==> config.mk <==
export PLATFORM = sky130hd
export DESIGN_NAME = skc_window
export DESIGN_NICKNAME = d
export VERILOG_FILES = /design/src/hw/rtl/skc_pkg.sv /design/src/hw/rtl/skc_window.sv
export SDC_FILE = /design/constraint.sdc
export NUM_CORES = 1
export LEC_CHECK = 0
export BUFFER_PORTS_ARGS = -buffer_cell sky130_fd_sc_hd__buf_2
export CORE_MARGIN = 10
export CORE_UTILIZATION = 45
export DETAILED_ROUTE_END_ITERATION = 10
export GPL_TIMING_DRIVEN = 0
export PLACE_DENSITY = 0.74
export SYNTH_ARGS = -nofsm -noshare
export SYNTH_HDL_FRONTEND = slang
export SYNTH_SLANG_ARGS = --single-unit
==> constraint.sdc <==
create_clock -name clk_i -period 14.7 [get_ports clk_i]
set_input_delay 2.94 -clock clk_i [delete_from_list [all_inputs] [get_ports clk_i]]
set_output_delay 2.94 -clock clk_i [all_outputs]
set_load 0.05 [all_outputs]
==> src/hw/rtl/skc_pkg.sv <==
// Shared types and constants of the selected k-mer counter.
// No dependencies; used by skc_window and selected_kmer_counter.
package skc_pkg;

  localparam int unsigned KeyBits = 64;
  localparam int unsigned LenBits = 6;
  localparam logic [LenBits-1:0] KLenReset = 6'd22;
  localparam logic [LenBits-1:0] KLenMax = 6'd32;

  localparam logic [7:0] ChHeader = 8'h3E; // '>'
  localparam logic [7:0] ChNl = 8'h0A;
  localparam logic [7:0] ChCr = 8'h0D;
  localparam logic [7:0] ChSpace = 8'h20;
  localparam logic [7:0] ChA = 8'h41;
  localparam logic [7:0] ChT = 8'h54;
  localparam logic [7:0] ChG = 8'h47;
  localparam logic [7:0] ChC = 8'h43;
  localparam logic [7:0] ChN = 8'h4E;

  localparam logic [1:0] ModeLoad = 2'd0;
  localparam logic [1:0] ModeStream = 2'd1;
  localparam logic [1:0] ModeRead = 2'd2;

  localparam logic [1:0] StatusOk = 2'd0;
  localparam logic [1:0] StatusFull = 2'd1;
  localparam logic [1:0] StatusDrop = 2'd2;

  typedef struct packed {
    logic [1:0]  mode;
    logic [63:0] load_key;
    logic [7:0]  text_byte;
    logic [9:0]  entry_index;
  } in_item_t;

  typedef struct packed {
    logic [1:0]  status;
    logic        hit;
    logic [63:0] window_value;
    logic        window_full;
    logic [63:0] entry_key;
    logic [31:0] entry_count;
    logic        entry_valid;
  } out_item_t;

  // window unit status seen by the controller
  typedef struct packed {
    logic [KeyBits-1:0] window;
    logic [KeyBits-1:0] rev_comp;
    logic               full;
    logic               shifted;
  } win_stat_t;

endpackage

==> src/hw/rtl/skc_window.sv <==
// FASTA byte parser and rolling 2-bit k-mer window with reverse complement.
// Depends on skc_pkg.
module skc_window (
  input  logic                    clk_i,
  input  logic                    rst_ni,
  input  logic                    cfg_we_i,
  input  logic [5:0]              cfg_len_i,
  input  logic                    byte_we_i,
  input  logic [7:0]              text_byte_i,
  output skc_pkg::win_stat_t      stat_o
);
  import skc_pkg::*;

  logic [LenBits-1:0] klen_q;
  logic [LenBits-1:0] keff;
  logic [KeyBits-1:0] win_q, win_d;
  logic [LenBits-1:0] bases_q, bases_d;
  logic               hdr_q, hdr_d;
  logic               shifted_q, shifted_d;
  logic [KeyBits-1:0] mask;
  logic [KeyBits-1:0] rev_full;
  logic               hdr_start, hdr_end, skip, is_base;
  logic [1:0]         code;

  assign keff = (klen_q == '0) ? LenBits'(1) : ((klen_q > KLenMax) ? KLenMax : klen_q);
  assign mask = (keff >= KLenMax) ? '1 : ((KeyBits'(1) << {keff, 1'b0}) - KeyBits'(1));

  always_comb begin
    is_base = 1'b1;
    code    = 2'd0;
    case (text_byte_i)
      ChA:     code = 2'd0;
      ChT:     code = 2'd1;
      ChG:     code = 2'd2;
      ChC:     code = 2'd3;
      default: is_base = 1'b0;
    endcase
  end

  assign hdr_start = (text_byte_i == ChHeader);
  assign hdr_end   = hdr_q && (text_byte_i == ChNl);
  assign skip      = hdr_d || text_byte_i == ChNl || text_byte_i == ChCr
                     || text_byte_i == ChSpace;

  always_comb begin
    hdr_d = hdr_start ? 1'b1 : (hdr_end ? 1'b0 : hdr_q);
  end

  always_comb begin
    win_d     = win_q;
    bases_d   = bases_q;
    shifted_d = shifted_q;
    if (cfg_we_i) begin
      win_d   = '0;
      bases_d = '0;
    end else if (byte_we_i) begin
      shifted_d = 1'b0;
      if (hdr_start || hdr_end) begin
        win_d   = '0;
        bases_d = '0;
      end
      if (!skip) begin
        if (is_base) begin
          win_d     = ({win_q[KeyBits-3:0], code}) & mask;
          bases_d   = (bases_q < keff) ? bases_q + LenBits'(1) : keff;
          shifted_d = 1'b1;
        end else begin
          win_d   = '0;
          bases_d = '0;
        end
      end
    end
  end

  // base j of the full reverse is base 31-j of the window, complemented
  always_comb begin
    for (int j = 0; j < 32; j++) begin
      rev_full[2*j +: 2] = win_q[2*(31-j) +: 2] ^ 2'b01;
    end
  end

  assign stat_o.window   = win_q;
  assign stat_o.rev_comp = rev_full >> {(KLenMax - keff), 1'b0};
  assign stat_o.full     = (bases_q >= keff);
  assign stat_o.shifted  = shifted_q;

  always_ff @(posedge clk_i or negedge rst_ni) begin
    if (!rst_ni) begin
      klen_q    <= KLenReset;
      win_q     <= '0;
      bases_q   <= '0;
      hdr_q     <= 1'b0;
      shifted_q <= 1'b0;
    end else begin
      if (cfg_we_i) begin
        klen_q <= cfg_len_i;
      end
      if (byte_we_i && !cfg_we_i) begin
        hdr_q <= hdr_d;
      end
      win_q     <= win_d;
      bases_q   <= bases_d;
      shifted_q <= shifted_d;
    end
  end

endmodule

# Yosys cells after proc, flatten, opt, wreduce, memory -nomap -nowiden
# Index checks and enable logic that the tools add are counted.
dict set report totals {
  reg_bits 78
  in_bits 18
}
dict set report op_classes {
  addsub 3
  magnitude_cmp 4
  n_eq_ne 9
  n_shift 2
  mux 20
  bitwise 34
  n_reduce_logical 12
}
# op count
set ops {}
lappend ops {{2-to-1 mux 64 bit} 6}
lappend ops {{AND 64 bit} 1}
lappend ops {{left shift 1 x 7 -> 64 bit, first input constant} 1}
lappend ops {{right shift 64 x 7 -> 64 bit} 1}
lappend ops {{subtractor 64 x 1 -> 64 bit, second input constant} 1}
lappend ops {{2-to-1 mux 6 bit} 8}
lappend ops {{inverter 1 bit} 33}
lappend ops {{== test 8 x 7 -> 1 bit, second input constant} 4}
lappend ops {{== test 8 x 4 -> 1 bit, second input constant} 2}
lappend ops {{== test 8 x 6 -> 1 bit, second input constant} 2}
lappend ops {{adder 6 x 1 -> 6 bit, second input constant} 1}
lappend ops {{>= comparator 6 bit} 1}
lappend ops {{>= comparator 6 bit, second input constant} 1}
lappend ops {{> comparator 6 bit, second input constant} 1}
lappend ops {{logical NOT 6 bit} 1}
lappend ops {{< comparator 6 bit} 1}
lappend ops {{case mux 2 bit (3 select lines)} 1}
lappend ops {{subtractor 6 bit, first input constant} 1}
lappend ops {{2-to-1 mux 1 bit} 5}
lappend ops {{logical OR 1 bit} 4}
lappend ops {{AND reduction 2 bit} 2}
lappend ops {{OR reduction 4 bit} 1}
lappend ops {{inequality test 3 x 2 -> 1 bit, second input constant} 1}
lappend ops {{logical AND 1 bit} 2}
lappend ops {{other kinds (2)} 2}

# Longest topological paths before layout
dict set report depth {
  ltp_word 11
  depth_mapped 19
  ltp_nobuf 12
}

# Worst setup path before layout
# Ideal clock, no wire load.
dict set report synth_path {
  path_kind {flip-flop to output port}
  from {register klen_q[4]}
  to {output stat_o[39] in the netlist's numbering}
  t_arrival_ps 4770
  path_slack_ps 6990
  path_stages_with_launch 15
  cell_sequence {dfstp_2 > or4_4 > o21ai_4 > buf_8 > buf_6 > buf_2 > nor2_1 > ha_1 > buf_2 > buf_1 > buf_1 > nand2_1 > o221a_2 > a21oi_1 > a21boi_0}
}
# item line_no
set synth_rtl {}
lappend synth_rtl {{from (decl)} skc_window.sv:14} ;# logic [LenBits-1:0] klen_q;
lappend synth_rtl {{from (signal assigned)} skc_window.sv:89} ;# klen_q <= KLenReset;
lappend synth_rtl {{from (signal assigned)} skc_window.sv:96} ;# klen_q <= cfg_len_i;
lappend synth_rtl {{to (decl)} skc_window.sv:10} ;# output skc_pkg::win_stat_t stat_o

==> summary.md <==
| Metric | Value |
|---|---|
| Largest cells by area after synthesis | `dfrtp_1 (21%), mux2i_1 (9.2%), nand2_1 (5.8%)` |
| Mapped Nets | `1,127` |
| Worst path cell trace | `buf_2, buf_2, buf_2, buf_2, buf_2, buf_1, nor2b_1, inv_1, ha_1, buf_2, buf_2, buf_2, inv_1, clkbuf_1, clkbuf_1, a21oi_1, a21oi_1, nand2_1, a21oi_1, buf_2` |
| Final Util | `0.536` |
| Final setup violating endpoints | `0` |
| Rows | `50` |
| Fin nets | `1,286` |
| Starting DRT DRC Count | `1,612` |
| Area grow syn2layout | `16.0%` |
| # IOs | `148` |
| Fin Setup TNS | `0 ns` |
| Final wirelength | `45.3 mm` |
| Worst Tran Pin Value | `1.29 ns` |
| PortBufs | `147` |
| Period Utilization, post-route | `0.654` |
| Layout fillers | `1,942` |
| Leak Pwr | `4.41 nW` |
| Area fraction of the dominant cell type after synthesis | `0.215` |
| Metal2 WL | `20.9 mm` |
| Core Area | `0.0189 mm²` |
| Clock Path Buffers | `2` |
| Final Slew Violations | `0` |
| Async set-reset flop share out of synthesis | `1.00` |
| Sequential share of the synthesized area | `0.224` |
| Starting Density | `0.462` |
| Clock power frac | `0.216` |
| Routed wire per std cell | `29.8 µm` |
| Cells after Synth | `1,097` |
| CTS resizes | `0` |
| CTS buffer count | `9` |
| DRT Pass-1 Iters | `6` |
| Slowest CP cell | `clkbuf_1` |
| Hold Crit Class | `flip-flop to flip-flop` |
| Largest net degree at the start of global routing | `61` |
| Dominant synthesized flop cell | `dfrtp_1` |
| ANT nets after route | `0` |
| Clock sinks | `78` |
| Placed Cells | `1,505` |
| Gate power share | `0.580` |
| # DRC | `0` |
| Worst setup SP type | `flip-flop` |
| Initial antenna violation count | `0` |
| Die Width | `159 µm` |
| Tmin final | `9.61 ns` |
| Switch Pwr | `0.559 mW` |
| WS Path Type | `flip-flop to primary output` |
| Antenna diodes | `0` |
| Mean Syn Cell Area | `7.96 µm²` |
| Skew final | `0.00940 ns` |
| Ys Warns | `0` |
| Post-CTS setup buffers | `0` |
| Crit path largest cell delay | `0.65 ns` |
| First-pass GRT wire length | `67.5 mm` |
| Hold-fix buffers, CTS | `0` |
| Gr usage total | `0.340` |
| Clock Latency Late Sink | `0.35 ns` |
| Worst rel slew slack | `0.129` |
| CTS tree | `built` |
| Via count | `10.7k` |
| Grt total ovfl | `0` |
| Layout cells sized above 1 | `0.213` |
| RSZ-0062 raised after global routing | `no` |
| Met3 Wirelength | `4.51 mm` |
| Crit-path max FO | `10` |
| Max-cap viol count | `0` |
| Post-synth top area cell | `dfrtp_1` |
| Pwr Total | `1.08 mW` |
| Sw frac | `0.520` |
| Met1 WL | `17.0 mm` |
| Uppermost layer routed | `met4` |
| CP endpoint kind | `primary output` |
| Crit path DAT | `6.67 ns` |
| Gpl congestion | `1.04` |
| Dpl hpwl | `35.1 mm` |
| Seq pwr share | `0.204` |
| PwrDens | `106 mW/mm²` |
| Critical Path RT | `11.76 ns` |
| Root buf cell | `clkbuf_16` |
| Chip height | `159 µm` |
| Fin cells | `1,521` |
| #FFs+latches synth | `78` |
| Distinct cell type count after synthesis | `87` |
| Number of H-tree levels | `3` |
| Number of global-route vias before repair | `10.1k` |
| Cell Int Power | `0.517 mW` |
| Fin worst setup slack | `5.09 ns` |
| Clk slew on worst S/H paths | `0.06 ns` |
| Hold Fails Final Rpt | `0` |
| Post-place setup slack | `5.82 ns` |
| Number of flops mapped to enable cells by yosys | `0` |
| Max IR drop VDD | `64.8 µV` |
| Total Die Area | `0.0254 mm²` |
| Run status | `completed` |
| Syn Std Cell Area | `0.00873 mm²` |
| Top cell by count, worst path | `buf_2` |
| Vias per cell | `7.04` |
| Max Fclk | `104 MHz` |
cell type report:
type                    instances  area [µm²]  area share
multi-input cells             889        6170       0.610
flip-flops and latches         78        1960       0.193
repair buffers                148         766      0.0756
plain buffers                 110         524      0.0518
well taps                     260         325      0.0321
clock buffers                  10         239      0.0236
inverters                      20        75.1     0.00741
clock inverters                 6        68.8     0.00679
synth_stat cells (all sizes together) (5+ instances only):
master	n
mux4	9
nor3	42
xnor2	6
a21oi	44
o21ai	61
a22o	18
nand2b	5
nor2	73
nor2b	10
nand2	135
a22oi	17
and2	12
and3	14
nor4	6
o2111ai	7
a221o	5
o22ai	23
ha	12
a221oi	9
nand3b	5
o31ai	6
buf	49
a211oi	23
mux2i	80
nand4	7
nor4b	6
or3	7
or2	6
a21o	11
nand3	31
dfrtp	75
or4	5
a32oi	8
inv	19
a211o	11
a31oi	10
o211ai	16
clkbuf	60
o32ai	5
o221ai	5
nor3b	7
a32o	35
mux2	33
through the flow:
step | instance area (µm²) | hold WS, ns
final | 10100 | 0.557
after global routing | 10100 | 0.578
after CTS | 10100 | 0.551
after detailed placement | 9820 | 0.538
after global placement | 9790 | 0.538
after floorplan | 8730 | 0.492
power by group through the flow:
stage          clock network [mW]  registers, mW  logic (mW)
2_1_floorplan                   0          0.223       0.421
3_3_place_gp                    0          0.224       0.605
3_5_place_dp                    0          0.224       0.603
4_1_cts                     0.233          0.220       0.605
5_1_grt                     0.243          0.220       0.648
6_report                    0.232          0.220       0.623
final timing paths:
| check | start | end | slack, ns | cells after the start |
|---|---|---|---|---|
| hold reg to reg | win_q[63] | win_q[63] | 0.56 | 2 |
| max in group asynchronous | rst_ni | klen_q[2] | 11.63 | 2 |
| setup / recovery | klen_q[5] | stat_o[36] | 5.09 | 20 |
| setup reg to reg | klen_q[5] | win_q[44] | 9.10 | 17 |
| min in group asynchronous | rst_ni | bases_q[0] | 2.46 | 1 |
| hold / removal | win_q[63] | win_q[63] | 0.56 | 2 |
worst max-delay path: cells and delay by family (launching register included):
family	cells	cell delay (ns)
buffers and inverters	14	4.54
AOI/OAI and AO/OA	3	0.82
DFF	1	0.34
and+or+nand+nor	2	0.32
adders and majority gates	1	0.27
routing by layer:
layer / track usage / vias to the layer above
li1: - / 4552
met1: 0.415 / 5132
met2: 0.555 / 844
met3: 0.0547 / 186
met4: 0.195 / 0
met5: 0 / -
cell families after synthesis:
family	Yosys count	share of synthesized area
compound gates	360	0.306
xor+xnor	9	0.00903
fa+ha+maj	12	0.0172
buf+inv	130	0.0687
flops	78	0.224
mux	122	0.158
simple gates	386	0.217
placed cells by master, fill, tap and decap left out, types with 23 or more instances in the layout:
cell,synthesis,layout
mux2_2,33,33
nand2_1,135,135
o22ai_1,23,23
nor3_1,41,41
nand3_1,31,31
a211oi_1,23,23
clkbuf_1,60,60
a32o_1,35,35
a21oi_1,44,44
mux2i_1,80,80
dfrtp_1,75,75
o21ai_0,60,60
buf_2,29,175
nor2_1,73,73
state kept, by name, summed over array words and instances, names as in the netlist:
| register | count |
|---|---|
| bases_q | 6 |
| hdr_q | 1 |
| klen_q | 6 |
| shifted_q | 1 |
| win_q | 64 |
Power figures use the tool's default switching activity.
